<file path="src/rtl/dram_row_buffer_timing_defines.svh">
// Assertion helpers shared by the row buffer timing RTL.
`ifndef DRAM_ROW_BUFFER_TIMING_DEFINES_SVH
`define DRAM_ROW_BUFFER_TIMING_DEFINES_SVH

// Same-cycle implication, disabled while in reset.
`define DRBT_ASSERT_IMPL(lbl, ck, rn, ante, cons, msg) \
    lbl: assert property (@(posedge ck) disable iff (!rn) (ante) |-> (cons)) \
        else $error(msg);

// Next-cycle implication, disabled while in reset.
`define DRBT_ASSERT_NEXT(lbl, ck, rn, ante, cons, msg) \
    lbl: assert property (@(posedge ck) disable iff (!rn) (ante) |=> (cons)) \
        else $error(msg);

`endif

</file>
<file path="src/rtl/drbt_pkg.sv">
`timescale 1ns / 1ps
`default_nettype none

package drbt_pkg;

    localparam int ROW_COUNT      = 256;
    localparam int WORDS_PER_ROW  = 256;
    localparam int BYTES_PER_WORD = 4;

    localparam int ROW_W      = $clog2(ROW_COUNT);
    localparam int COL_W      = $clog2(WORDS_PER_ROW);
    localparam int BYTE_OFS_W = $clog2(BYTES_PER_WORD);
    localparam int MEM_AW     = ROW_W + COL_W;
    localparam int MEM_DEPTH  = ROW_COUNT * WORDS_PER_ROW;

    localparam int OP_W      = 2;
    localparam int ADDR_W    = 18;
    localparam int DATA_W    = 32;
    localparam int TAG_W     = 5;
    localparam int DELAY_W   = 16;
    localparam int LAT_W     = 18;
    localparam int KIND_W    = 3;
    localparam int COUNT_W   = 32;
    localparam int CFG_IDX_W = 1;

    localparam int Q_DEPTH = 4;
    localparam int Q_PTR_W = $clog2(Q_DEPTH);

    localparam logic [DELAY_W-1:0] ROW_DELAY_RESET    = 16'd10;
    localparam logic [DELAY_W-1:0] COLUMN_DELAY_RESET = 16'd2;

    typedef enum logic [OP_W-1:0] {
        OP_LOAD  = 2'd0,
        OP_STORE = 2'd1,
        OP_FLUSH = 2'd2
    } op_t;

    typedef enum logic [KIND_W-1:0] {
        KIND_HIT      = 3'd0,
        KIND_OPENED   = 3'd1,
        KIND_CONFLICT = 3'd2,
        KIND_FLUSHED  = 3'd3,
        KIND_IDLE     = 3'd4
    } kind_t;

    typedef enum logic [CFG_IDX_W-1:0] {
        CFG_ROW_DELAY    = 1'b0,
        CFG_COLUMN_DELAY = 1'b1
    } cfg_idx_t;

    typedef enum logic [1:0] {
        BK_CLEAR = 2'd0,
        BK_IDLE  = 2'd1,
        BK_READ  = 2'd2
    } back_state_t;

    typedef struct packed {
        logic               is_load;
        logic               is_store;
        logic [MEM_AW-1:0]  mem_addr;
        logic [DATA_W-1:0]  write_data;
        logic [TAG_W-1:0]   tag;
        logic [LAT_W-1:0]   latency;
        kind_t              kind;
        logic [COUNT_W-1:0] count;
    } q_entry_t;

    typedef struct packed {
        logic full;
        logic empty;
    } q_status_t;

endpackage

`default_nettype wire

</file>
<file path="src/rtl/drbt_if.sv">
`timescale 1ns / 1ps
`default_nettype none

interface drbt_req_if import drbt_pkg::*; ();
    logic              valid;
    logic              ready;
    logic [OP_W-1:0]   operation;
    logic [ADDR_W-1:0] byte_address;
    logic [DATA_W-1:0] write_data;
    logic [TAG_W-1:0]  dest_reg;

    modport source (output valid, output operation, output byte_address,
                    output write_data, output dest_reg, input ready);
    modport sink   (input valid, input operation, input byte_address,
                    input write_data, input dest_reg, output ready);
endinterface


interface drbt_cfg_if import drbt_pkg::*; ();
    logic                 valid;
    logic                 ready;
    logic [CFG_IDX_W-1:0] index;
    logic [DELAY_W-1:0]   data;

    modport source (output valid, output index, output data, input ready);
    modport sink   (input valid, input index, input data, output ready);
endinterface

`default_nettype wire

</file>
<file path="src/rtl/drbt_front.sv">
`timescale 1ns / 1ps
`default_nettype none

`include "dram_row_buffer_timing_defines.svh"

module drbt_front import drbt_pkg::*;
(
    input  wire logic      clk,
    input  wire logic      rst_n,
    drbt_req_if.sink       request,
    drbt_cfg_if.sink       cfg,
    input  wire logic      clear_done,
    input  wire q_status_t q_status,
    output logic           q_push,
    output q_entry_t       q_entry
);

    logic               row_open_reg;
    logic               row_open_next;
    logic [ROW_W-1:0]   open_row_reg;
    logic [ROW_W-1:0]   open_row_next;
    logic               dirty_reg;
    logic               dirty_next;
    logic [COUNT_W-1:0] total_reg;
    logic [COUNT_W-1:0] total_next;
    logic [DELAY_W-1:0] row_delay_reg;
    logic [DELAY_W-1:0] column_delay_reg;

    logic               accept;
    logic               is_load;
    logic               is_store;
    logic               is_access;
    logic               is_flush;
    logic [ROW_W-1:0]   row;
    logic [COL_W-1:0]   col;
    logic               activate;
    logic [LAT_W-1:0]   rd_ext;
    logic [LAT_W-1:0]   cd_ext;
    logic [LAT_W-1:0]   base_lat;
    logic [LAT_W-1:0]   lat;
    kind_t              kind;
    logic [1:0]         inc;
    logic [COUNT_W:0]   sum;

    assign request.ready = clear_done && !q_status.full;
    assign cfg.ready     = 1'b1;
    assign accept        = request.valid && request.ready;

    assign is_load   = (request.operation == OP_LOAD);
    assign is_store  = (request.operation == OP_STORE);
    assign is_access = is_load || is_store;
    assign is_flush  = (request.operation == OP_FLUSH);

    // row wraps modulo the row count by taking only its low bits
    assign row = request.byte_address[BYTE_OFS_W + COL_W +: ROW_W];
    assign col = request.byte_address[BYTE_OFS_W +: COL_W];

    assign rd_ext = LAT_W'(row_delay_reg);
    assign cd_ext = LAT_W'(column_delay_reg);

    always_comb
    begin
        row_open_next = row_open_reg;
        open_row_next = open_row_reg;
        dirty_next    = dirty_reg;
        kind          = KIND_IDLE;
        base_lat      = '0;
        lat           = '0;
        activate      = 1'b0;
        if (is_access)
        begin
            if (!row_open_reg)
            begin
                kind          = KIND_OPENED;
                base_lat      = rd_ext;
                row_open_next = 1'b1;
                open_row_next = row;
                activate      = 1'b1;
            end
            else if (open_row_reg != row)
            begin
                // conflict always pays a writeback, clean or not
                kind          = KIND_CONFLICT;
                base_lat      = rd_ext << 1;
                dirty_next    = 1'b0;
                open_row_next = row;
                activate      = 1'b1;
            end
            else
            begin
                kind = KIND_HIT;
            end
            lat = base_lat + cd_ext;
            if (is_store)
            begin
                dirty_next = 1'b1;
            end
        end
        else if (is_flush && row_open_reg && dirty_reg)
        begin
            kind          = KIND_FLUSHED;
            lat           = rd_ext;
            row_open_next = 1'b0;
            dirty_next    = 1'b0;
        end
    end

    // up to two bumps per request: activate and store
    always_comb
    begin
        inc        = {1'b0, activate} + {1'b0, is_store};
        sum        = {1'b0, total_reg} + (COUNT_W + 1)'(inc);
        total_next = sum[COUNT_W] ? '1 : sum[COUNT_W-1:0];
    end

    always_comb
    begin
        q_push              = accept;
        q_entry.is_load     = is_load;
        q_entry.is_store    = is_store;
        q_entry.mem_addr    = {row, col};
        q_entry.write_data  = request.write_data;
        q_entry.tag         = request.dest_reg;
        q_entry.latency     = lat;
        q_entry.kind        = kind;
        q_entry.count       = total_next;
    end

    always_ff @(posedge clk or negedge rst_n)
    begin
        if (!rst_n)
        begin
            row_open_reg <= 1'b0;
            open_row_reg <= '0;
            dirty_reg    <= 1'b0;
            total_reg    <= '0;
        end
        else if (accept)
        begin
            row_open_reg <= row_open_next;
            open_row_reg <= open_row_next;
            dirty_reg    <= dirty_next;
            total_reg    <= total_next;
        end
    end

    always_ff @(posedge clk or negedge rst_n)
    begin
        if (!rst_n)
        begin
            row_delay_reg    <= ROW_DELAY_RESET;
            column_delay_reg <= COLUMN_DELAY_RESET;
        end
        else if (cfg.valid && cfg.ready)
        begin
            case (cfg.index)
                CFG_ROW_DELAY:    row_delay_reg    <= cfg.data;
                CFG_COLUMN_DELAY: column_delay_reg <= cfg.data;
                default:          ;
            endcase
        end
    end

    `DRBT_ASSERT_IMPL(a_no_accept_clearing, clk, rst_n, !clear_done, !accept, "request taken during clear")
    `DRBT_ASSERT_NEXT(a_flush_closes, clk, rst_n, accept && is_flush && row_open_reg && dirty_reg, !row_open_reg && !dirty_reg, "dirty flush left row open")
    `DRBT_ASSERT_NEXT(a_count_rises, clk, rst_n, accept, total_reg >= $past(total_reg), "update count went down")

endmodule

`default_nettype wire

</file>
<file path="src/flat_wrapper.sv">
// flat-port wrapper written by rule: the top's interface ports become plain ports
module drbt_front_flat import drbt_pkg::*;
  (clk, rst_n, clear_done, q_status, q_push, q_entry, request_valid, request_operation, request_byte_address, request_write_data, request_dest_reg, request_ready, cfg_valid, cfg_index, cfg_data, cfg_ready);
  drbt_req_if request_i ();
  drbt_cfg_if cfg_i ();
  input  wire logic clk;
  input  wire logic rst_n;
  input  wire logic clear_done;
  input  wire q_status_t q_status;
  output logic q_push;
  output q_entry_t q_entry;
  input wire logic [$bits(request_i.valid)-1:0] request_valid;
  input wire logic [$bits(request_i.operation)-1:0] request_operation;
  input wire logic [$bits(request_i.byte_address)-1:0] request_byte_address;
  input wire logic [$bits(request_i.write_data)-1:0] request_write_data;
  input wire logic [$bits(request_i.dest_reg)-1:0] request_dest_reg;
  output wire logic [$bits(request_i.ready)-1:0] request_ready;
  input wire logic [$bits(cfg_i.valid)-1:0] cfg_valid;
  input wire logic [$bits(cfg_i.index)-1:0] cfg_index;
  input wire logic [$bits(cfg_i.data)-1:0] cfg_data;
  output wire logic [$bits(cfg_i.ready)-1:0] cfg_ready;
  assign request_i.valid = request_valid;
  assign request_i.operation = request_operation;
  assign request_i.byte_address = request_byte_address;
  assign request_i.write_data = request_write_data;
  assign request_i.dest_reg = request_dest_reg;
  assign request_ready = request_i.ready;
  assign cfg_i.valid = cfg_valid;
  assign cfg_i.index = cfg_index;
  assign cfg_i.data = cfg_data;
  assign cfg_ready = cfg_i.ready;
  drbt_front u_core (.clk(clk), .rst_n(rst_n), .request(request_i), .cfg(cfg_i), .clear_done(clear_done), .q_status(q_status), .q_push(q_push), .q_entry(q_entry));
endmodule
</file>
<file path="config.mk">
export PLATFORM = sky130hd
export DESIGN_NAME = drbt_front_flat
export DESIGN_NICKNAME = d
export VERILOG_FILES = /design/src/rtl/drbt_pkg.sv /design/src/rtl/drbt_if.sv /design/src/rtl/drbt_front.sv /design/src/flat_wrapper.sv
export VERILOG_INCLUDE_DIRS = /design/src /design/src/rtl
export SDC_FILE = /design/constraint.sdc
export NUM_CORES = 1
export LEC_CHECK = 0
export BUFFER_PORTS_ARGS = -buffer_cell sky130_fd_sc_hd__buf_2
export CAP_MARGIN = 20
export CORE_AREA = 2 2 107 109
export CTS_CLUSTER_SIZE = 30
export DETAILED_ROUTE_END_ITERATION = 12
export DIE_AREA = 0 0 109 111
export PLACE_DENSITY = 0.8
export SLEW_MARGIN = 20
export SYNTH_ARGS = -nofsm -noshare
export SYNTH_HDL_FRONTEND = slang
export SYNTH_SLANG_ARGS = --single-unit
export TNS_END_PERCENT = 50
</file>
<file path="constraint.sdc">
create_clock -name clk -period 4.3 [get_ports clk]
set_input_delay 0.215 -clock clk [delete_from_list [all_inputs] [get_ports clk]]
set_output_delay 0.215 -clock clk [all_outputs]
set_load 0.05 [all_outputs]
</file>
Word level (Yosys, flattened, before mapping) --
Index checks and enable logic that the tools add are counted.
Operators by class: add/subtract/negate cells 3, equality and inequality tests 6, mux-type cells 21, bitwise operators 1, reductions and logical operators 13
Operator list (number):
- $mux W18 | 3
- $add A32 B2 Y33 | 1
- $mux W32 | 1
- $add A18 B16 Y18 | 1
- $mux W17 | 1
- $mux W16 | 1
- $mux W8 | 2
- $mux W1 | 9
- $mux W3 | 3
- $ne A8 B8 Y1 | 1
- $reduce_and A2 Y1 | 3
- $logic_and A1 B1 Y1 | 4
- $reduce_and A4 Y1 | 1
- $ne A3 B1 Y1 const B | 1
- $ne A3 B2 Y1 const B | 1
- $reduce_and A3 Y1 | 1
- $add A1 B1 Y2 | 1
- $eq A2 B1 Y1 const B | 1
- $eq A2 B2 Y1 const B | 1
- $logic_not A2 Y1 | 1
- $mux W2 | 1
- $ne A2 B2 Y1 const B | 1
- $reduce_bool A2 Y1 | 1
- $logic_not A1 Y1 | 1
- other kinds (2) | 2
Word-level totals: bits in registers 74, input port bits 81, output and inout port bits 111, word-level logic and storage cells 50

Logic depth before layout (Yosys ltp) --
depth after elaboration 7, depth in mapped cells 15, depth with buffers taken out 12

Worst setup path before layout --
No wires, ideal clock.
path kind register to output, start point register u_core.open_row_reg[4], end point output q_entry[51] (netlist bit), arrival 3.585 ns, data required time 4.085 ns, path slack 0.500 ns, stages on the path, launching flop included 14, buffers on the path 2, cell sequence dfrtp_1 xnor2_1 nand4_1 nor2_1 clkbuf_1 buf_1 o22ai_1 ha_1 a21o_1 a21oi_1 nand2_1 a41o_1 a31oi_1 mux2i_1
RTL lines:
- start, declared | RTL line drbt_front.sv:20 | logic [ROW_W-1:0] open_row_reg;
- start signal, assigned | RTL line drbt_front.sv:141 | open_row_reg <= open_row_next;
- end, declared | RTL line flat_wrapper.sv:11 | output q_entry_t q_entry;

==> key figures <==
Timing
  • Tmin final: 3.85 ns
  • Worst Slack Setup Final: 0.454 ns
  • Final clock skew: 0.00448 ns
  • Worst Max-Slew Pin Slew: 0.923 ns
  • Slew HR: 38.5%
  • Peak Freq: 0.260 GHz
  • Setup_tns: 0 ns
  • Slew Limit Fails: 0
  • Hold_ws: -0.0228 ns
  • Unrepaired setup endpoints after global routing: no
  • Setup Viol. Count Final: 0
  • Fin. Hold Viols: 22
  • Fin crit share: just under 90%

Logic synthesis
  • Largest family of logic cells by synthesized area: simple AND/OR/NAND/NOR gates
  • Netlist Area Pre-Place: 5410 um^2
  • Multiplexer share of the synthesized area: 5.99%
  • Post-synth EDFFs: 0
  • Gate Count Post-Synth: 629
  • Synth cell types: 64
  • Top post-synthesis cells by area: dfrtp_1 33%, buf_4 8.0%, mux2_2 5.4%
  • Synth Area in Compound Gates: 17.6%
  • Yosys warns: 0
  • Post-Synth XOR/XNOR Area: 6.47%
  • Synthesized Nets: 729
  • Sequential area share after synthesis: about a third
  • FFs w/ async S/R, synth: 100%
  • Synth Register Bits: 74
  • Syn avg cell area: ~8.6 um^2
  • Predominant post-synthesis flop cell: dfrtp_1
  • Adder-Cell Fraction of Synth Area: 4.67%
  • Share of the synthesized area in the top cell type: 32.8%
  • Synth Area in Simple Gates: 18.0%
  • Dominant cell type by area after synthesis: dfrtp_1

Setup path
  • Crit-path max FO: 26
  • Reg-to-Reg End: u_core.total_reg[25]$_DFFE_PN0P_
  • Data arrival, critical path: approximately 3.6 ns
  • R2R Path Start: u_core.open_row_reg[5]$_DFFE_PN0P_
  • Kind of critical path: reg2out
  • WP data required: 4.09 ns
  • Worst r2r path cells: 12
  • Worst setup SP type: flip-flop
  • R2r setup slk: 0.83 ns
  • CP Capture Type: output port

Place
  • Routability-driven placement congestion ratio: 0.888
  • Pre-CTS setup slack: 0.810 ns
  • DP HPWL: 9050 um
  • Placed Area: 5540 um^2
  • I/O Buffers: between 90 and 100

CTS
  • Post-CTS setup buffers: 0
  • CTS tree: built
  • H-tree levels: 3
  • Post-cts gate resize count: 0
  • Clock sink count: 74
  • Clock Root Buffer: clkbuf_16
  • Clk_lat worst skew: 0.33 ns
  • Maximum clock path buffer count: 2
  • Total CTS buffers: 9
  • Hold Buf Count CTS: 0
  • Worst-path clk slew: around 0.060 ns

Cells and area
  • Synthesis-to-layout area growth: 8.88%
  • Nets: 755
  • Fill cells: 1013
  • Share of cells above drive strength 1: between 20% and 30%
  • Post-route cell area: 5890 um^2
  • Diode count: 0
  • Most common cell after layout, fill and taps aside: buf_2
  • Most frequent cells in the layout: 97 x buf_2, 78 x nand2_1, 71 x dfrtp_1
  • Max FFs per register: 32

Floorplanning
  • Die ar.: 12100 um^2
  • Width of the chip: 109 um
  • Std-Cell Rows: 39
  • Core area: roughly 11000 um^2
  • Top Ports: 192
  • Initial Util: 48.9%
  • Die Span Y: 111 um

Routing
  • Mean routed wirelength per cell: 16.0 um
  • DRT iter0 DRCs: 297
  • Final ANT Viol Nets: 0
  • Via count: 4630
  • Pre-Repair DR Iteration Count: 5
  • DR DRC count: 0
  • DRT Wirelength: ~13000 um
  • Vias/cell: 5.77

Status
  • Status: finished with violations
  • Failing checks: hold timing

Global route
  • GRT Util Overall: ~22%
  • Grt total ovfl: 0
  • Antenna violations before repair: 0
  • First-pass GRT wire length: roughly 21000 um
  • Largest net degree at the start of global routing: 42
  • Vias in the first global route: between 4000 and 5000

Pwr
  • P_leak: 2.86 nW
  • Tot Pwr: ~0.0028 W
  • Peak supply drop: 276 uV
  • Power Density: 479 nW/um^2

Worst hold path
  • Hold crit path type: in2async

Run
  • MaxCap Viol Count: 0
-- layout make-up --
cell class	count	area, um^2	share of cell area [%]
repair buffers	103	531	9.00
flip-flops and latches	74	1860	31.5
clock buffers	12	256	4.35
multi-input cells	436	2860	48.5
clock inverters	4	97.6	1.66
inverters	31	116	1.97
well taps	143	179	3.04
-- cell usage after synthesis, drive strengths merged (8+ instances only) --
library cell and number:
nand3 18, mux2 27, and2 8, ha 17, a31oi 32, nor2 28
xor2 10, nor3 9, buf 68, nand4 11, dfrtp 71, a21oi 41
nand2 78, inv 30, o22ai 27, xnor2 30, clkbuf 20, and3 11
o21ai 32
-- logic make-up (layout without fill, tap and decap cells) --
group                    Yosys count  count (layout)
flip-flops                        74              74
other                              1               1
AND/OR/NAND/NOR                  189             189
XOR/XNOR                          40              40
AO/OA/AOI/OAI                    158             158
multiplexers                      29              29
buffers and inverters            119             150
adder cells (fa/ha/maj)           19              19
-- worst max-delay path: stages, from the launching register on --
cell and delay (ns):
dfrtp_1 0.39, xnor2_1 0.14, nand4_1 0.11, nor2_1 0.07, a21oi_1 0.17, fa_1 0.27
ha_1 0.29, nand3_2 0.15, nor4_4 0.56, nand4_2 0.37, buf_4 0.35, nand2b_1 0.15
buf_2 0.28
-- how the worst max path moves through the flow --
stage | startpoint | endpoint | slack (ns) | depth (start not counted)
after detailed placement | u_core.open_row_reg[5]$_DFFE_PN0P_ | q_entry[1] | 0.81 | 12
after global placement | u_core.open_row_reg[5]$_DFFE_PN0P_ | q_entry[1] | 0.93 | 12
after global routing | u_core.open_row_reg[3]$_DFFE_PN0P_ | q_entry[1] | 0.14 | 12
final | u_core.open_row_reg[5]$_DFFE_PN0P_ | q_entry[1] | 0.45 | 12
after CTS | u_core.open_row_reg[5]$_DFFE_PN0P_ | q_entry[1] | 0.44 | 12
after floorplan | u_core.open_row_reg[4]$_DFFE_PN0P_ | q_entry[51] | 0.50 | 13
-- per-stage QoR --
stage | utilization (%) | instances
finish | 53.2 | 803
floorplan | - | 629
detailed placement | 50.0 | 787
global route | 53.2 | 803
global placement | 50.0 | 787
CTS | 53.2 | 803
-- metal layers --
metal / vias to the layer above / part of all wire (%) / global-route usage, %
met5: - / 0 / 0
met4: 0 / 1.3 / 6.67
met3: 17 / 5.0 / 3.59
met2: 149 / 50 / 37.1
met1: 2242 / 44 / 27.4
li1: 2222 / - / -
-- power by group --
part,internal (W),switching (W)
registers,0.000775,0.0000597
logic,0.000360,0.000729
clock network,0.000599,0.000300
total,0.00173,0.00109
(Power assumes the default switching activity.)
