==> config.mk <==
export PLATFORM = sky130hd
export DESIGN_NAME = drbt_queue
export DESIGN_NICKNAME = d
export VERILOG_FILES = /design/src/rtl/drbt_pkg.sv /design/src/rtl/drbt_queue.sv
export VERILOG_INCLUDE_DIRS = /design/src /design/src/rtl
export SDC_FILE = /design/constraint.sdc
export NUM_CORES = 1
export LEC_CHECK = 0
export BUFFER_PORTS_ARGS = -buffer_cell sky130_fd_sc_hd__buf_2
export CAP_MARGIN = 20
export CORE_MARGIN = 3
export CORE_UTILIZATION = 40
export DETAILED_ROUTE_END_ITERATION = 8
export SETUP_SLACK_MARGIN = 0.4
export SLEW_MARGIN = 20
export SYNTH_ARGS = -nofsm -noshare
export SYNTH_HDL_FRONTEND = slang
export SYNTH_SLANG_ARGS = --single-unit
export TNS_END_PERCENT = 5
==> constraint.sdc <==
create_clock -name clk -period 6.4 [get_ports clk]
set_input_delay 1.28 -clock clk [delete_from_list [all_inputs] [get_ports clk]]
set_output_delay 1.28 -clock clk [all_outputs]
set_load 0.005 [all_outputs]
==> src/rtl/dram_row_buffer_timing_defines.svh <==
// Assertion helpers shared by the row buffer timing RTL.
`ifndef DRAM_ROW_BUFFER_TIMING_DEFINES_SVH
`define DRAM_ROW_BUFFER_TIMING_DEFINES_SVH

// Same-cycle implication, disabled while in reset.
`define DRBT_ASSERT_IMPL(lbl, ck, rn, ante, cons, msg) \
    lbl: assert property (@(posedge ck) disable iff (!rn) (ante) |-> (cons)) \
        else $error(msg);

// Next-cycle implication, disabled while in reset.
`define DRBT_ASSERT_NEXT(lbl, ck, rn, ante, cons, msg) \
    lbl: assert property (@(posedge ck) disable iff (!rn) (ante) |=> (cons)) \
        else $error(msg);

`endif

==> src/rtl/drbt_pkg.sv <==
`timescale 1ns / 1ps
`default_nettype none

package drbt_pkg;

    localparam int ROW_COUNT      = 256;
    localparam int WORDS_PER_ROW  = 256;
    localparam int BYTES_PER_WORD = 4;

    localparam int ROW_W      = $clog2(ROW_COUNT);
    localparam int COL_W      = $clog2(WORDS_PER_ROW);
    localparam int BYTE_OFS_W = $clog2(BYTES_PER_WORD);
    localparam int MEM_AW     = ROW_W + COL_W;
    localparam int MEM_DEPTH  = ROW_COUNT * WORDS_PER_ROW;

    localparam int OP_W      = 2;
    localparam int ADDR_W    = 18;
    localparam int DATA_W    = 32;
    localparam int TAG_W     = 5;
    localparam int DELAY_W   = 16;
    localparam int LAT_W     = 18;
    localparam int KIND_W    = 3;
    localparam int COUNT_W   = 32;
    localparam int CFG_IDX_W = 1;

    localparam int Q_DEPTH = 4;
    localparam int Q_PTR_W = $clog2(Q_DEPTH);

    localparam logic [DELAY_W-1:0] ROW_DELAY_RESET    = 16'd10;
    localparam logic [DELAY_W-1:0] COLUMN_DELAY_RESET = 16'd2;

    typedef enum logic [OP_W-1:0] {
        OP_LOAD  = 2'd0,
        OP_STORE = 2'd1,
        OP_FLUSH = 2'd2
    } op_t;

    typedef enum logic [KIND_W-1:0] {
        KIND_HIT      = 3'd0,
        KIND_OPENED   = 3'd1,
        KIND_CONFLICT = 3'd2,
        KIND_FLUSHED  = 3'd3,
        KIND_IDLE     = 3'd4
    } kind_t;

    typedef enum logic [CFG_IDX_W-1:0] {
        CFG_ROW_DELAY    = 1'b0,
        CFG_COLUMN_DELAY = 1'b1
    } cfg_idx_t;

    typedef enum logic [1:0] {
        BK_CLEAR = 2'd0,
        BK_IDLE  = 2'd1,
        BK_READ  = 2'd2
    } back_state_t;

    typedef struct packed {
        logic               is_load;
        logic               is_store;
        logic [MEM_AW-1:0]  mem_addr;
        logic [DATA_W-1:0]  write_data;
        logic [TAG_W-1:0]   tag;
        logic [LAT_W-1:0]   latency;
        kind_t              kind;
        logic [COUNT_W-1:0] count;
    } q_entry_t;

    typedef struct packed {
        logic full;
        logic empty;
    } q_status_t;

endpackage

`default_nettype wire

==> src/rtl/drbt_queue.sv <==
`timescale 1ns / 1ps
`default_nettype none

`include "dram_row_buffer_timing_defines.svh"

module drbt_queue import drbt_pkg::*;
(
    input  wire logic     clk,
    input  wire logic     rst_n,
    input  wire logic     push,
    input  wire q_entry_t push_entry,
    input  wire logic     pop,
    output q_entry_t      head,
    output q_status_t     status
);

    q_entry_t           entries_reg [Q_DEPTH];
    logic [Q_PTR_W-1:0] wr_ptr_reg;
    logic [Q_PTR_W-1:0] wr_ptr_next;
    logic [Q_PTR_W-1:0] rd_ptr_reg;
    logic [Q_PTR_W-1:0] rd_ptr_next;
    logic [Q_PTR_W:0]   count_reg;
    logic [Q_PTR_W:0]   count_next;

    assign status.full  = (count_reg == (Q_PTR_W + 1)'(Q_DEPTH));
    assign status.empty = (count_reg == '0);
    assign head         = entries_reg[rd_ptr_reg];

    always_comb
    begin
        wr_ptr_next = push ? wr_ptr_reg + 1'b1 : wr_ptr_reg;
        rd_ptr_next = pop ? rd_ptr_reg + 1'b1 : rd_ptr_reg;
        case ({push, pop})
            2'b10:   count_next = count_reg + 1'b1;
            2'b01:   count_next = count_reg - 1'b1;
            default: count_next = count_reg;
        endcase
    end

    always_ff @(posedge clk or negedge rst_n)
    begin
        if (!rst_n)
        begin
            wr_ptr_reg <= '0;
            rd_ptr_reg <= '0;
            count_reg  <= '0;
        end
        else
        begin
            wr_ptr_reg <= wr_ptr_next;
            rd_ptr_reg <= rd_ptr_next;
            count_reg  <= count_next;
        end
    end

    always_ff @(posedge clk)
    begin
        if (push)
        begin
            entries_reg[wr_ptr_reg] <= push_entry;
        end
    end

    `DRBT_ASSERT_IMPL(a_q_no_overflow, clk, rst_n, status.full, !push, "queue overflow")
    `DRBT_ASSERT_IMPL(a_q_no_underflow, clk, rst_n, status.empty, !pop, "queue underflow")

endmodule

`default_nettype wire

# Word level (Yosys, flattened, before mapping)
# Memories as Yosys holds them, arrays and structs flattened.
# Index checks and enable logic that the tools add are counted.
totals:
  reg_bits: 7
  latchBits: 0
  ramBits: 432
  mem_bits_ro: 0
  input_bits: 112
  out_inout_bits: 110
  elab_cells: 16
  mem_count: 1
memory_table:
  columns: ["name", "words", "word_bits", "rd", "rd_clocked_by_memory_dff", "write_ports", "line", "rtl"]
  rows:
  - ["entries_reg", 4, 108, 1, 0, 1, "drbt_queue.sv:17", "q_entry_t entries_reg [Q_DEPTH];"]
classes:
  add_sub_neg: 4
  multipliers: 0
  div: 0
  order_cmp: 0
  n_eq_ne: 3
  shift: 0
  muxes: 3
  n_bitwise: 0
  reduce_logical: 2
op_table:
  columns: ["cell", "count"]
  rows:
  - ["case mux 3 bit (2 select lines)", 1]
  - ["adder 2 x 1 -> 2 bit (second input constant)", 2]
  - ["adder 3 x 1 -> 3 bit (second input constant)", 1]
  - ["equality test 3 bit (second input constant)", 1]
  - ["logical NOT 3 bit", 1]
  - ["subtractor 3 x 1 -> 3 bit (second input constant)", 1]
  - ["equality test 2 x 1 -> 1 bit (second input constant)", 1]
  - ["equality test 2 bit (second input constant)", 1]
  - ["2-to-1 mux 1 bit", 2]
  - ["nonzero test 2 bit", 1]

# Depth between registers and ports, before layout
# Gate-level depths: netlist of the first run.
logic_depth:
  ltp_word: 2
  mapped_depth: 7
  ltp_nobuf: 7

# Worst setup path after synthesis of the first run
# OpenSTA, ideal clock, no wires.
synth_path:
  path_type: "input to register"
  start: "input push"
  end: "memory entries_reg[0][0] (netlist bit), enable pin"
  setup_ns: 0.479
  arrival_ns: 3.767
  required_ns: 5.921
  setup_slack_ns: 2.154
  cell_stages: 1
  n_path_buf: 0
  path_cell_list: "and2_1"
synth_via:
  elab_chain_len: 2
synth_rtl:
  columns: ["item", "line", "rtl"]
  rows:
  - ["start: declaration", "drbt_queue.sv:10", "input wire logic push,"]
  - ["2-to-1 mux 1 bit", "drbt_queue.sv:58", "if (push)"]
  - ["2-to-1 mux 1 bit (implied by the code)", "drbt_queue.sv:60", "entries_reg[wr_ptr_reg] <= push_entry;"]
  - ["end: declaration", "drbt_queue.sv:17", null]
# No other way between the ends.

==> report_table.html, run 1 <==
<table>
<tr><th>Metric</th><th>Value</th></tr>
<tr><th colspan="2">Floorplanning</th></tr>
<tr><td>Floorplan core area</td><td>0.0391 mm2</td></tr>
<tr><td>Initial Utilization</td><td>0.409</td></tr>
<tr><td>Die outline area</td><td>0.0424 mm2</td></tr>
<tr><td>Row Count</td><td>72</td></tr>
<tr><td>Die boundary height</td><td>206 um</td></tr>
<tr><td>Die Wd</td><td>~210 um</td></tr>
<tr><td>Boundary Pins</td><td>222</td></tr>
<tr><th colspan="2">Setup path</th></tr>
<tr><td>Family with the most delay on the worst path</td><td>flip-flops</td></tr>
<tr><td>Number of cells on the worst reg-to-reg path</td><td>4</td></tr>
<tr><td>Worst reg2reg path endpoint</td><td>entries_reg[1][78]$_DFFE_PP_</td></tr>
<tr><td>Worst setup SP type</td><td>register</td></tr>
<tr><td>Crit path buf inv count</td><td>2</td></tr>
<tr><td>Timing endpoint of the critical path</td><td>head[39]</td></tr>
<tr><td>Crit path kind</td><td>register to output pin</td></tr>
<tr><td>Largest fanout on the critical path</td><td>51</td></tr>
<tr><td>Element type at the critical path end</td><td>output pin</td></tr>
<tr><td>Data required time of the critical path</td><td>approximately 5100 ps</td></tr>
<tr><td>R2R Setup Slk</td><td>4090 ps</td></tr>
<tr><td>Reg2Reg Launch Point</td><td>wr_ptr_reg[1]$_DFFE_PN0P_</td></tr>
<tr><td>CP Depth</td><td>3</td></tr>
<tr><td>Maximum single-stage delay on the critical path</td><td>approximately 930 ps</td></tr>
<tr><td>Critical-path cell with the highest stage delay</td><td>sky130_fd_sc_hd__dfrtp_4</td></tr>
<tr><td>Origin of the worst setup path</td><td>rd_ptr_reg[0]$_DFFE_PN0P_</td></tr>
<tr><td>Critical-path cell list</td><td>buf_12 -&gt; mux4_2 -&gt; buf_2</td></tr>
<tr><td>CP arrival</td><td>2780 ps</td></tr>
<tr><th colspan="2">Global route</th></tr>
<tr><td>Gr usage total</td><td>0.146</td></tr>
<tr><td>Vias in the first global route</td><td>between 7k and 8k</td></tr>
<tr><td>Pin count of the biggest net entering global routing</td><td>55</td></tr>
<tr><td>GRT Residual Overflow</td><td>0</td></tr>
<tr><td>Global-route wire length before repair</td><td>46,300 um</td></tr>
<tr><td>Antenna violations before repair</td><td>5</td></tr>
<tr><th colspan="2">STA</th></tr>
<tr><td>Hold Vio Cnt, Final</td><td>0</td></tr>
<tr><td>Final cycle utilization of the critical path</td><td>0.635</td></tr>
<tr><td>Relative slew margins</td><td>0.437</td></tr>
<tr><td>FMAX</td><td>246 MHz</td></tr>
<tr><td>Final-layout worst hold slack</td><td>500 ps</td></tr>
<tr><td>Post-route minimum period</td><td>4060 ps</td></tr>
<tr><td>Setup TNS</td><td>0 ps</td></tr>
<tr><td>Endpoints failing setup</td><td>0</td></tr>
<tr><td>Max Transition Viols Final</td><td>0</td></tr>
<tr><td>Setup repair after global routing missed its margin</td><td>no</td></tr>
<tr><td>Slew at the pin closest to its max-slew limit</td><td>844 ps</td></tr>
<tr><td>Maximum clock skew at final layout</td><td>10.5 ps</td></tr>
<tr><th colspan="2">Synth</th></tr>
<tr><td>Synthesized flop and latch total</td><td>439</td></tr>
<tr><td>Number of distinct library cells after synthesis</td><td>19</td></tr>
<tr><td>Syn_area_per_cell</td><td>about 27 um2</td></tr>
<tr><td>Fraction of post-synthesis cell area in the top cell type by area</td><td>0.811</td></tr>
<tr><td>Largest area contributor in the netlist</td><td>sky130_fd_sc_hd__edfxtp_1</td></tr>
<tr><td>Number of instances in the synthesized netlist</td><td>601</td></tr>
<tr><td>Synthesized Nets</td><td>719</td></tr>
<tr><td>Leading post-synthesis cells by cell area</td><td>sky130_fd_sc_hd__edfxtp_1, sky130_fd_sc_hd__mux4_2, sky130_fd_sc_hd__dfrtp_1, sky130_fd_sc_hd__buf_6, sky130_fd_sc_hd__ha_1</td></tr>
<tr><td>Share of the yosys chip area belonging to registers</td><td>0.822</td></tr>
<tr><td>Summed instance area of the synthesized netlist</td><td>approximately 0.016 mm2</td></tr>
<tr><td>Synth Warn #</td><td>0</td></tr>
<tr><th colspan="2">CTS</th></tr>
<tr><td># H-tree levels</td><td>2</td></tr>
<tr><td>TritonCTS clock tree</td><td>yes</td></tr>
<tr><td>Number of buffers added to fix hold violations after cts</td><td>0</td></tr>
<tr><td>Root buffer selected by CTS</td><td>sky130_fd_sc_hd__clkbuf_16</td></tr>
<tr><td>Post-CTS Resized</td><td>0</td></tr>
<tr><td>Latest clock arrival within the worst-skew pair</td><td>approximately 560 ps</td></tr>
<tr><td>Clock-pin slew reported for the worst setup and hold paths after clock tree synthesis</td><td>60 ps</td></tr>
<tr><td>Post-CTS setup repair buffer count</td><td>0</td></tr>
<tr><td>Clock buffer depth</td><td>3</td></tr>
<tr><td>Clock sink count</td><td>439</td></tr>
<tr><td>TritonCTS buffer count</td><td>45</td></tr>
<tr><th colspan="2">Drt</th></tr>
<tr><td>Via/cell ratio</td><td>a little over 5</td></tr>
<tr><td>Post-DR wirelength/cell</td><td>21.6 um</td></tr>
<tr><td>Detailed-route DRC error count</td><td>0</td></tr>
<tr><td>Number of detailed-route iterations in the first pass</td><td>4</td></tr>
<tr><td>DR iter-0 viols</td><td>436</td></tr>
<tr><td>Count of nets left with antenna violations after detail routing</td><td>0</td></tr>
<tr><td>Final routed wirelength across all metal layers</td><td>30,500 um</td></tr>
<tr><td>Number of vias in the routed layout</td><td>approximately 7.1k</td></tr>
<tr><th colspan="2">Flow run</th></tr>
<tr><td>Maximum capacitance violations</td><td>0</td></tr>
<tr><th colspan="2">Final layout</th></tr>
<tr><td>Post-layout net count</td><td>975</td></tr>
<tr><td>Multi-input gate area in the final layout</td><td>0.00264 mm2</td></tr>
<tr><td>Core Util, Final</td><td>0.488</td></tr>
<tr><td>Number of flip-flops in the largest register</td><td>about 430</td></tr>
<tr><td>Footprint of the flip-flops and latches</td><td>0.0132 mm2</td></tr>
<tr><td>Filler Cell Count</td><td>3,196</td></tr>
<tr><td>Fraction of final layout cells with drive strength greater than 1</td><td>0.456</td></tr>
<tr><td>Area Overhead vs Synth</td><td>19.2%</td></tr>
<tr><td>Design area</td><td>0.0191 mm2</td></tr>
<tr><th colspan="2">Power</th></tr>
<tr><td>Power per standard cell area</td><td>around 450 mW/mm2</td></tr>
<tr><td>Tot Pwr</td><td>8620 uW</td></tr>
<tr><td>VDD IR-drop max</td><td>roughly 0.00026 V</td></tr>
<tr><td>Static leakage power</td><td>0.00648 uW</td></tr>
<tr><th colspan="2">Min path</th></tr>
<tr><td>Hold Crit Class</td><td>register to register</td></tr>
<tr><td>Number of cells traversed by the worst hold path</td><td>1</td></tr>
<tr><th colspan="2">Run status</th></tr>
<tr><td>Run status</td><td>finished clean</td></tr>
<tr><th colspan="2">Place</th></tr>
<tr><td>HPWL reported at the end of detailed placement</td><td>18,200 um</td></tr>
<tr><td>Routability cong.</td><td>0.676</td></tr>
<tr><td>Standard cell area after detailed placement</td><td>~0.018 mm2</td></tr>
<tr><td>Buffers added on ports</td><td>221</td></tr>
</table>
metal layers:
metal | vias up | global-route usage | wire length [um] | share of wire
li1 | 3103 | - | - | -
met1 | 3746 | 0.187 | 12300 | 0.40
met2 | 196 | 0.236 | 14800 | 0.48
met3 | 51 | 0.0493 | 2730 | 0.090
met4 | 8 | 0.0473 | 620 | 0.020
met5 | - | 0 | 44 | 0.0014
stage by stage:
stage	cells	setup slack (ps)
after floorplan	601	2150
after global placement	1328	2820
after detailed placement	1328	2790
after CTS	1409	2170
after global routing	1409	2050
final	1410	2340
placed cells by master, fill, tap and decap left out:
cell type	count
sky130_fd_sc_hd__and2_4	4
sky130_fd_sc_hd__and3_1	1
sky130_fd_sc_hd__buf_12	1
sky130_fd_sc_hd__buf_2	221
sky130_fd_sc_hd__buf_4	11
sky130_fd_sc_hd__bufinv_16	3
sky130_fd_sc_hd__clkbuf_1	11
sky130_fd_sc_hd__clkbuf_16	45
sky130_fd_sc_hd__clkbuf_8	2
sky130_fd_sc_hd__clkinv_1	11
sky130_fd_sc_hd__clkinv_2	5
sky130_fd_sc_hd__clkinvlp_4	1
sky130_fd_sc_hd__dfrtp_1	5
sky130_fd_sc_hd__dfrtp_4	2
sky130_fd_sc_hd__diode_2	1
sky130_fd_sc_hd__edfxtp_1	432
sky130_fd_sc_hd__fa_1	1
sky130_fd_sc_hd__ha_1	5
sky130_fd_sc_hd__inv_1	6
sky130_fd_sc_hd__inv_16	1
sky130_fd_sc_hd__inv_6	2
sky130_fd_sc_hd__mux4_2	108
sky130_fd_sc_hd__nand2_1	3
sky130_fd_sc_hd__nor2_1	1
sky130_fd_sc_hd__nor3_1	1
sky130_fd_sc_hd__o21ai_0	2
sky130_fd_sc_hd__xnor2_1	2
sky130_fd_sc_hd__xor2_1	4
power breakdown:
part / internal [uW] / switching, uW
sequential: 3760 / 233
clock: 1440 / 1030
combinational: 1080 / 1070
total: 6290 / 2340
how the worst min path moves through the flow:
stage	from	end	slack, ps
3_5_place_dp	count_reg[2]$_DFFE_PN0P_	count_reg[2]$_DFFE_PN0P_	490
4_1_cts	rst_n	count_reg[1]$_DFFE_PN0P_	510
6_report	count_reg[2]$_DFFE_PN0P_	count_reg[2]$_DFFE_PN0P_	500
3_3_place_gp	count_reg[1]$_DFFE_PN0P_	count_reg[1]$_DFFE_PN0P_	480
5_1_grt	count_reg[2]$_DFFE_PN0P_	count_reg[2]$_DFFE_PN0P_	520
2_1_floorplan	count_reg[2]$_DFFE_PN0P_	count_reg[2]$_DFFE_PN0P_	460
Yosys cell counts, drive strengths merged:
cell,instances
edfxtp,432
and2,4
buf,22
dfrtp,7
mux4,108
inv,6
nor2,1
and3,1
nand2,3
xor2,4
o21ai,2
nor3,1
clkbuf,2
ha,5
xnor2,2
fa,1
cells by family after synthesis:
kind of cell,Yosys count,synth area share
DFF,439,0.822
adders and majority gates,6,0.00516
buffers and inverters,30,0.0136
AOI/OAI and AO/OA,2,0.000626
xor gates and xnor gates,6,0.00329
and+or+nand+nor,10,0.00321
muxes,108,0.152
layout make-up:
| class | count | share of cell area |
|---|---|---|
| antenna | 1 | 0.000131 |
| clock buffer | 58 | 0.0627 |
| clock inverter | 23 | 0.0106 |
| inverter | 6 | 0.00118 |
| multi-input combinational | 132 | 0.138 |
| sequential | 439 | 0.690 |
| tap | 518 | 0.0340 |
| timing repair buffer | 233 | 0.0634 |
(Power assumes the default switching activity.)
==> run 2: changes to the inputs <==
==> constraint.sdc (replaced) <==
create_clock -name clk -period 4.1 [get_ports clk]
set_input_delay 0.82 -clock clk [delete_from_list [all_inputs] [get_ports clk]]
set_output_delay 0.82 -clock clk [all_outputs]
set_load 0.005 [all_outputs]
==> report_table.html, run 2 (synthesized netlist as in run 1, its figures left out) <==
<table>
<tr><th>Metric</th><th>Value</th></tr>
<tr><th colspan="2">CTS</th></tr>
<tr><td>Post-CTS setup repair buffer count</td><td>0 (unchanged)</td></tr>
<tr><td>TritonCTS clock tree</td><td>yes</td></tr>
<tr><td>Root buffer selected by CTS</td><td>sky130_fd_sc_hd__clkbuf_16</td></tr>
<tr><td>Clock-pin slew reported for the worst setup and hold paths after clock tree synthesis</td><td>60 ps (about the same)</td></tr>
<tr><td>Post-CTS Resized</td><td>0 (unchanged)</td></tr>
<tr><td>Clock buffer depth</td><td>3 (unchanged)</td></tr>
<tr><td>TritonCTS buffer count</td><td>47 (+4.4%)</td></tr>
<tr><td># H-tree levels</td><td>2 (unchanged)</td></tr>
<tr><td>Number of buffers added to fix hold violations after cts</td><td>0 (unchanged)</td></tr>
<tr><td>Clock sink count</td><td>439 (unchanged)</td></tr>
<tr><td>Latest clock arrival within the worst-skew pair</td><td>550 ps (about the same)</td></tr>
<tr><th colspan="2">Global route</th></tr>
<tr><td>Antenna violations before repair</td><td>7 (+2)</td></tr>
<tr><td>Pin count of the biggest net entering global routing</td><td>67 (+22%)</td></tr>
<tr><td>Vias in the first global route</td><td>7,608 (-3.2%)</td></tr>
<tr><td>Gr usage total</td><td>0.146 (-0.000174)</td></tr>
<tr><td>Global-route wire length before repair</td><td>45,900 um (-0.92%)</td></tr>
<tr><td>GRT Residual Overflow</td><td>0 (unchanged)</td></tr>
<tr><th colspan="2">Final layout</th></tr>
<tr><td>Filler-free cell count of the finished design</td><td>1,418 (+0.57%)</td></tr>
<tr><td>Post-layout net count</td><td>979 (+0.41%)</td></tr>
<tr><td>Area Overhead vs Synth</td><td>20.0%</td></tr>
<tr><td>Most used cells in the layout excluding fill and tap cells</td><td>sky130_fd_sc_hd__edfxtp_1, sky130_fd_sc_hd__buf_2, sky130_fd_sc_hd__mux4_2</td></tr>
<tr><td>Core Util, Final</td><td>0.491 (+0.00323)</td></tr>
<tr><td>Fraction of final layout cells with drive strength greater than 1</td><td>0.461 (+0.00527)</td></tr>
<tr><td>Most frequent standard cell in the layout excluding fill and tap cells</td><td>sky130_fd_sc_hd__edfxtp_1</td></tr>
<tr><td>Number of flip-flops in the largest register</td><td>432 (unchanged)</td></tr>
<tr><th colspan="2">Setup path</th></tr>
<tr><td>Crit path kind</td><td>register to output pin</td></tr>
<tr><td>Critical-path cell list</td><td>buf_4 -&gt; mux4_2 -&gt; buf_2</td></tr>
<tr><td>Crit path buf inv count</td><td>2 (unchanged)</td></tr>
<tr><td>Element type at the critical path end</td><td>output pin</td></tr>
<tr><td>Family with the most delay on the worst path</td><td>flip-flops</td></tr>
<tr><td>Largest fanout on the critical path</td><td>25 (-51%)</td></tr>
<tr><td>Data required time of the critical path</td><td>3280 ps (-1840 ps)</td></tr>
<tr><td>Worst setup SP type</td><td>register</td></tr>
<tr><td>Maximum single-stage delay on the critical path</td><td>790 ps (-140 ps)</td></tr>
<tr><td>CP arrival</td><td>2580 ps (-200 ps)</td></tr>
<tr><td>Critical-path cell with the highest stage delay</td><td>sky130_fd_sc_hd__dfrtp_4</td></tr>
<tr><th colspan="2">Floorplanning</th></tr>
<tr><td>Row Count</td><td>72 (unchanged)</td></tr>
<tr><td>Floorplan core area</td><td>0.0391 mm2 (unchanged)</td></tr>
<tr><td>Die outline area</td><td>0.0424 mm2 (unchanged)</td></tr>
<tr><td>Die Wd</td><td>206 um (unchanged)</td></tr>
<tr><td>Boundary Pins</td><td>222 (unchanged)</td></tr>
<tr><td>Die boundary height</td><td>206 um (unchanged)</td></tr>
<tr><td>Initial Utilization</td><td>0.409 (unchanged)</td></tr>
<tr><th colspan="2">Drt</th></tr>
<tr><td>Number of vias in the routed layout</td><td>7,104 (unchanged)</td></tr>
<tr><td>Met2 WL</td><td>15,200 um (+3.1%)</td></tr>
<tr><td>Final routed wirelength across all metal layers</td><td>30,700 um (+0.66%)</td></tr>
<tr><td>Via/cell ratio</td><td>5.01 (-0.56%)</td></tr>
<tr><td>Detailed-route DRC error count</td><td>0 (unchanged)</td></tr>
<tr><td>Number of detailed-route iterations in the first pass</td><td>5 (+1)</td></tr>
<tr><td>Count of nets left with antenna violations after detail routing</td><td>0 (unchanged)</td></tr>
<tr><td>Met1 wire length</td><td>12,500 um (+1.3%)</td></tr>
<tr><td>Length of routed met3 wiring</td><td>2180 um (-20%)</td></tr>
<tr><td>Post-DR wirelength/cell</td><td>21.7 um (about the same)</td></tr>
<tr><td>DR iter-0 viols</td><td>443 (+1.6%)</td></tr>
<tr><td>Max layer used</td><td>met5</td></tr>
<tr><th colspan="2">Place</th></tr>
<tr><td>Number of placed instances with taps included</td><td>1,330 (+0.15%)</td></tr>
<tr><td>Buffers added on ports</td><td>221 (unchanged)</td></tr>
<tr><td>Routability cong.</td><td>0.680 (+0.55%)</td></tr>
<tr><td>HPWL reported at the end of detailed placement</td><td>18,400 um (+1.0%)</td></tr>
<tr><th colspan="2">Power</th></tr>
<tr><td>Power share of the sequential group</td><td>0.457 (-0.006)</td></tr>
<tr><td>Internal portion of total power</td><td>9910 uW (+58%)</td></tr>
<tr><td>Clock power share</td><td>0.288 (+0.002)</td></tr>
<tr><td>Power per standard cell area</td><td>707 mW/mm2 (+56%)</td></tr>
<tr><td>Static leakage power</td><td>0.00653 uW (+0.71%)</td></tr>
<tr><td>Fraction of power spent switching nets</td><td>0.270 (-0.00117)</td></tr>
<tr><td>VDD IR-drop max</td><td>0.000376 V (+46%)</td></tr>
<tr><td>Psw</td><td>3660 uW (+57%)</td></tr>
<tr><td>Share of total power in combinational logic</td><td>0.255 (+0.005)</td></tr>
<tr><th colspan="2">Flow run</th></tr>
<tr><td>Maximum capacitance violations</td><td>0 (unchanged)</td></tr>
<tr><th colspan="2">STA</th></tr>
<tr><td>Slew at the pin closest to its max-slew limit</td><td>654 ps (-190 ps)</td></tr>
<tr><td>Endpoints failing setup</td><td>0 (unchanged)</td></tr>
<tr><td>Max Transition Viols Final</td><td>0 (unchanged)</td></tr>
<tr><td>Setup TNS</td><td>0 ps (unchanged)</td></tr>
<tr><td>Maximum clock skew at final layout</td><td>8.86 ps (-1.59 ps)</td></tr>
<tr><td>Final cycle utilization of the critical path</td><td>0.829</td></tr>
<tr><td>FMAX</td><td>294 MHz</td></tr>
<tr><td>Hold Vio Cnt, Final</td><td>0 (unchanged)</td></tr>
<tr><td>Setup repair after global routing missed its margin</td><td>no</td></tr>
<tr><td>Final-layout worst hold slack</td><td>87.0 ps (-413 ps)</td></tr>
<tr><td>Relative slew margins</td><td>0.564 (+0.127)</td></tr>
<tr><td>Post-route minimum period</td><td>3400 ps</td></tr>
<tr><th colspan="2">Min path</th></tr>
<tr><td>Hold Crit Class</td><td>primary input to asynchronous set/reset pin</td></tr>
<tr><th colspan="2">Run status</th></tr>
<tr><td>Run status</td><td>finished clean</td></tr>
</table>
==> run 2: cell types whose count changed in the layout (fill, tap and decap cells not counted), moves of 3 or more <==
cell                        previous run  this run
sky130_fd_sc_hd__buf_4                11         8
sky130_fd_sc_hd__diode_2               1         4
sky130_fd_sc_hd__buf_12                1         6
sky130_fd_sc_hd__clkbuf_16            45        49
sky130_fd_sc_hd__clkinv_2              5         9
==> run 2: worst register-to-register path, delay by kind of cell, from the launching register on <==
| family | cells | cell delay [ps] |
|---|---|---|
| AND/OR/NAND/NOR | 1 | 560 |
| flip-flops | 1 | 400 |
| adder cells (fa/ha/maj) | 1 | 150 |
| buffers and inverters | 2 | 620 |
==> run 2: power groups by stage <==
stage / combinational (uW) / clock (uW) / sequential [uW]
2_1_floorplan: 2310 / 0 / 6140
3_3_place_gp: 3590 / 0 / 6280
3_5_place_dp: 3600 / 0 / 6310
4_1_cts: 3610 / 4030 / 6230
5_1_grt: 3800 / 4210 / 6290
6_report: 3460 / 3920 / 6200
==> run 2: final cells by class <==
class	count	area (um2)
Antenna cell	4	10.0
Clock buffer	60	1270
Clock inverter	24	170
Fill cell	3208	19900
Inverter	6	22.5
Multi-Input combinational cell	132	2640
Sequential cell	439	13200
Tap cell	518	648
Timing Repair Buffer	235	1290
==> run 2: worst paths after layout <==
check | from | slack (ps) | to | cells past startpoint
min reg2reg | count_reg[2]$_DFFE_PN0P_ | 500 | count_reg[2]$_DFFE_PN0P_ | 1
max | rd_ptr_reg[0]$_DFFE_PN0P_ | 700 | head[76] | 3
max reg2reg | wr_ptr_reg[1]$_DFFE_PN0P_ | 2030 | entries_reg[1][24]$_DFFE_PP_ | 4
min in group clk | push_entry[106] | 480 | entries_reg[2][106]$_DFFE_PP_ | 1
max in group asynchronous | rst_n | 3830 | rd_ptr_reg[1]$_DFFE_PN0P_ | 1
min | rst_n | 90 | count_reg[0]$_DFFE_PN0P_ | 1
==> run 2: stage by stage <==
| step | power (uW) | cell area, um2 | setup slack (ps) |
|---|---|---|---|
| after global placement | 9870 | 17800 | 1200 |
| after detailed placement | 9910 | 17800 | 1200 |
| after CTS | 13900 | 19200 | 573 |
| final | 13600 | 19200 | 702 |
| after floorplan | 8460 | 16000 | 314 |
| after global routing | 14300 | 19200 | 498 |
==> run 2: layer usage <==
metal / vias to the layer above / track usage
met2: 187 / 0.242
met4: 8 / 0.0502
met5: - / 0
li1: 3119 / -
met1: 3725 / 0.183
met3: 65 / 0.0438
==> run 3: changes to the inputs <==
==> constraint.sdc (replaced) <==
create_clock -name clk -period 3.2 [get_ports clk]
set_input_delay 0.64 -clock clk [delete_from_list [all_inputs] [get_ports clk]]
set_output_delay 0.64 -clock clk [all_outputs]
set_load 0.005 [all_outputs]
==> report_table.html, run 3 (synthesized netlist as in run 1, its figures left out) <==
<table>
<tr><th>Metric</th><th>Value</th></tr>
<tr><th colspan="2">Run status</th></tr>
<tr><td>Run status</td><td>finished clean</td></tr>
<tr><th colspan="2">Drt</th></tr>
<tr><td>Number of vias in the routed layout</td><td>7,124 (+0.28%)</td></tr>
<tr><td>Post-DR wirelength/cell</td><td>21.8 um (+0.50%)</td></tr>
<tr><td>Count of nets left with antenna violations after detail routing</td><td>0 (unchanged)</td></tr>
<tr><td>Detailed-route DRC error count</td><td>0 (unchanged)</td></tr>
<tr><td>Final routed wirelength across all metal layers</td><td>31,000 um (+0.78%)</td></tr>
<tr><td>Number of detailed-route iterations in the first pass</td><td>4 (-1)</td></tr>
<tr><td>Via/cell ratio</td><td>5.01 (about the same)</td></tr>
<tr><td>DR iter-0 viols</td><td>386 (-13%)</td></tr>
<tr><th colspan="2">Final layout</th></tr>
<tr><td>Most frequent standard cell in the layout excluding fill and tap cells</td><td>sky130_fd_sc_hd__edfxtp_1</td></tr>
<tr><td>Post-layout net count</td><td>981 (+0.20%)</td></tr>
<tr><td>Most used cells in the layout excluding fill and tap cells</td><td>sky130_fd_sc_hd__edfxtp_1, sky130_fd_sc_hd__buf_2, sky130_fd_sc_hd__mux4_2</td></tr>
<tr><td>Area Overhead vs Synth</td><td>21.0%</td></tr>
<tr><td>Number of flip-flops in the largest register</td><td>432 (unchanged)</td></tr>
<tr><td>Fraction of final layout cells with drive strength greater than 1</td><td>0.458 (-0.00256)</td></tr>
<tr><th colspan="2">Setup path</th></tr>
<tr><td>Element type at the critical path end</td><td>output pin</td></tr>
<tr><td>Largest fanout on the critical path</td><td>38 (+52%)</td></tr>
<tr><td>CP arrival</td><td>2110 ps (-470 ps)</td></tr>
<tr><td>Critical-path cell with the highest stage delay</td><td>sky130_fd_sc_hd__mux4_2</td></tr>
<tr><td>Critical-path cell list</td><td>buf_16 -&gt; mux4_2 -&gt; buf_2</td></tr>
<tr><td>Crit path kind</td><td>register to output pin</td></tr>
<tr><td>Worst setup SP type</td><td>register</td></tr>
<tr><td>Data required time of the critical path</td><td>2560 ps (-720 ps)</td></tr>
<tr><td>Maximum single-stage delay on the critical path</td><td>560 ps (-230 ps)</td></tr>
<tr><th colspan="2">CTS</th></tr>
<tr><td># H-tree levels</td><td>2 (unchanged)</td></tr>
<tr><td>Latest clock arrival within the worst-skew pair</td><td>570 ps (+20 ps)</td></tr>
<tr><td>Post-CTS setup repair buffer count</td><td>0 (unchanged)</td></tr>
<tr><td>Clock sink count</td><td>439 (unchanged)</td></tr>
<tr><td>Clock-pin slew reported for the worst setup and hold paths after clock tree synthesis</td><td>60 ps (about the same)</td></tr>
<tr><td>TritonCTS buffer count</td><td>46 (-2.1%)</td></tr>
<tr><td>Clock buffer depth</td><td>3 (unchanged)</td></tr>
<tr><td>TritonCTS clock tree</td><td>yes</td></tr>
<tr><td>Root buffer selected by CTS</td><td>sky130_fd_sc_hd__clkbuf_16</td></tr>
<tr><th colspan="2">Power</th></tr>
<tr><td>VDD IR-drop max</td><td>0.000524 V (+39%)</td></tr>
<tr><td>Static leakage power</td><td>0.00659 uW (+0.87%)</td></tr>
<tr><td>Power per standard cell area</td><td>909 mW/mm2 (+29%)</td></tr>
<tr><td>Tot Pwr</td><td>17,600 uW (+30%)</td></tr>
<tr><th colspan="2">Floorplanning</th></tr>
<tr><td>Row Count</td><td>72 (unchanged)</td></tr>
<tr><td>Floorplan core area</td><td>0.0391 mm2 (unchanged)</td></tr>
<tr><td>Initial Utilization</td><td>0.409 (unchanged)</td></tr>
<tr><td>Boundary Pins</td><td>222 (unchanged)</td></tr>
<tr><td>Die boundary height</td><td>206 um (unchanged)</td></tr>
<tr><td>Die outline area</td><td>0.0424 mm2 (unchanged)</td></tr>
<tr><td>Die Wd</td><td>206 um (unchanged)</td></tr>
<tr><th colspan="2">STA</th></tr>
<tr><td>Hold Vio Cnt, Final</td><td>0 (unchanged)</td></tr>
<tr><td>Maximum clock skew at final layout</td><td>16.7 ps (+7.88 ps)</td></tr>
<tr><td>Setup TNS</td><td>0 ps (unchanged)</td></tr>
<tr><td>Relative slew margins</td><td>0.639 (+0.0753)</td></tr>
<tr><td>Slew at the pin closest to its max-slew limit</td><td>541 ps (-113 ps)</td></tr>
<tr><td>Final-layout worst hold slack</td><td>291 ps (+204 ps)</td></tr>
<tr><td>Max Transition Viols Final</td><td>0 (unchanged)</td></tr>
<tr><td>Post-route minimum period</td><td>2750 ps</td></tr>
<tr><td>Final cycle utilization of the critical path</td><td>0.861</td></tr>
<tr><td>Final worst slack</td><td>446 ps (-256 ps)</td></tr>
<tr><td>Setup repair after global routing missed its margin</td><td>yes</td></tr>
<tr><td>Endpoints failing setup</td><td>0 (unchanged)</td></tr>
<tr><td>FMAX</td><td>363 MHz</td></tr>
<tr><th colspan="2">Flow run</th></tr>
<tr><td>Maximum capacitance violations</td><td>0 (unchanged)</td></tr>
<tr><th colspan="2">Place</th></tr>
<tr><td>Post-Place Setup Slack</td><td>1010 ps (-192 ps)</td></tr>
<tr><td>HPWL reported at the end of detailed placement</td><td>18,200 um (-0.91%)</td></tr>
<tr><td>Routability cong.</td><td>0.661 (-2.8%)</td></tr>
<tr><td>Buffers added on ports</td><td>221 (unchanged)</td></tr>
<tr><th colspan="2">Global route</th></tr>
<tr><td>Global-route wire length before repair</td><td>46,700 um (+1.8%)</td></tr>
<tr><td>Vias in the first global route</td><td>7,802 (+2.5%)</td></tr>
<tr><td>Antenna violations before repair</td><td>4 (-3)</td></tr>
<tr><td>Pin count of the biggest net entering global routing</td><td>58 (-13%)</td></tr>
<tr><td>Gr usage total</td><td>0.147 (+0.00169)</td></tr>
<tr><td>GRT Residual Overflow</td><td>0 (unchanged)</td></tr>
<tr><th colspan="2">Min path</th></tr>
<tr><td>Hold Crit Class</td><td>primary input to register</td></tr>
</table>
## run 3: final timing paths
path	from	to	slack (ps)	cells after the start
setup / recovery	rd_ptr_reg[0]$_DFFE_PN0P_	head[33]	450	3
hold / removal	push_entry[74]	entries_reg[0][74]$_DFFE_PP_	290	1
setup reg to reg	wr_ptr_reg[0]$_DFFE_PN0P_	entries_reg[2][20]$_DFFE_PP_	1350	4
hold reg to reg	count_reg[2]$_DFFE_PN0P_	count_reg[2]$_DFFE_PN0P_	500	1
max in group asynchronous	rst_n	rd_ptr_reg[0]$_DFFE_PN0P_	2490	2
min in group asynchronous	rst_n	count_reg[2]$_DFFE_PN0P_	480	2
## run 3: per-layer routing
layer | global-route usage | vias up | wire length, um
li1 | - | 3131 | -
met1 | 0.188 | 3744 | 12400
met2 | 0.242 | 202 | 15500
met3 | 0.0480 | 43 | 2430
met4 | 0.0444 | 4 | 550
met5 | 0 | - | 34
## run 3: area by class of cell
| type | instances | area (um2) |
|---|---|---|
| fillers | 3196 | 19700 |
| flip-flops and latches | 439 | 13200 |
| multi-input cells | 132 | 2640 |
| repair buffers | 238 | 1430 |
| clock buffers | 59 | 1220 |
| well taps | 518 | 648 |
| clock inverters | 27 | 226 |
| inverters | 6 | 22.5 |
| diodes | 3 | 7.51 |
## run 3: worst max-delay path: cells and delay by family, from the launching register on
family / cells / cell delay (ps)
muxes: 1 / 560
DFF: 1 / 490
buffers and inverters: 2 / 420
## run 3: through the flow
| step | instance area, um2 | utilization | instances |
|---|---|---|---|
| after floorplan | 16000 | - | 601 |
| after global placement | 17800 | 0.456 | 1331 |
| after detailed placement | 17800 | 0.456 | 1331 |
| after CTS | 19300 | 0.494 | 1418 |
| after global routing | 19300 | 0.495 | 1419 |
| final | 19400 | 0.495 | 1422 |
## run 3: what timing repair did
action / in CTS / in global routing
resized for setup: 2 / 3
gates cloned: 0 / 1
hold endpoints to repair: 7 / 0
hold buffers: 1 / 0
setup endpoints to repair: 28 / 105
## run 3: power breakdown
part	switching (uW)	internal (uW)	total [uW]
Combinational	2380	2370	4750
Clock	2090	2950	5040
Sequential	294	7520	7810
Total	4760	12800	17600
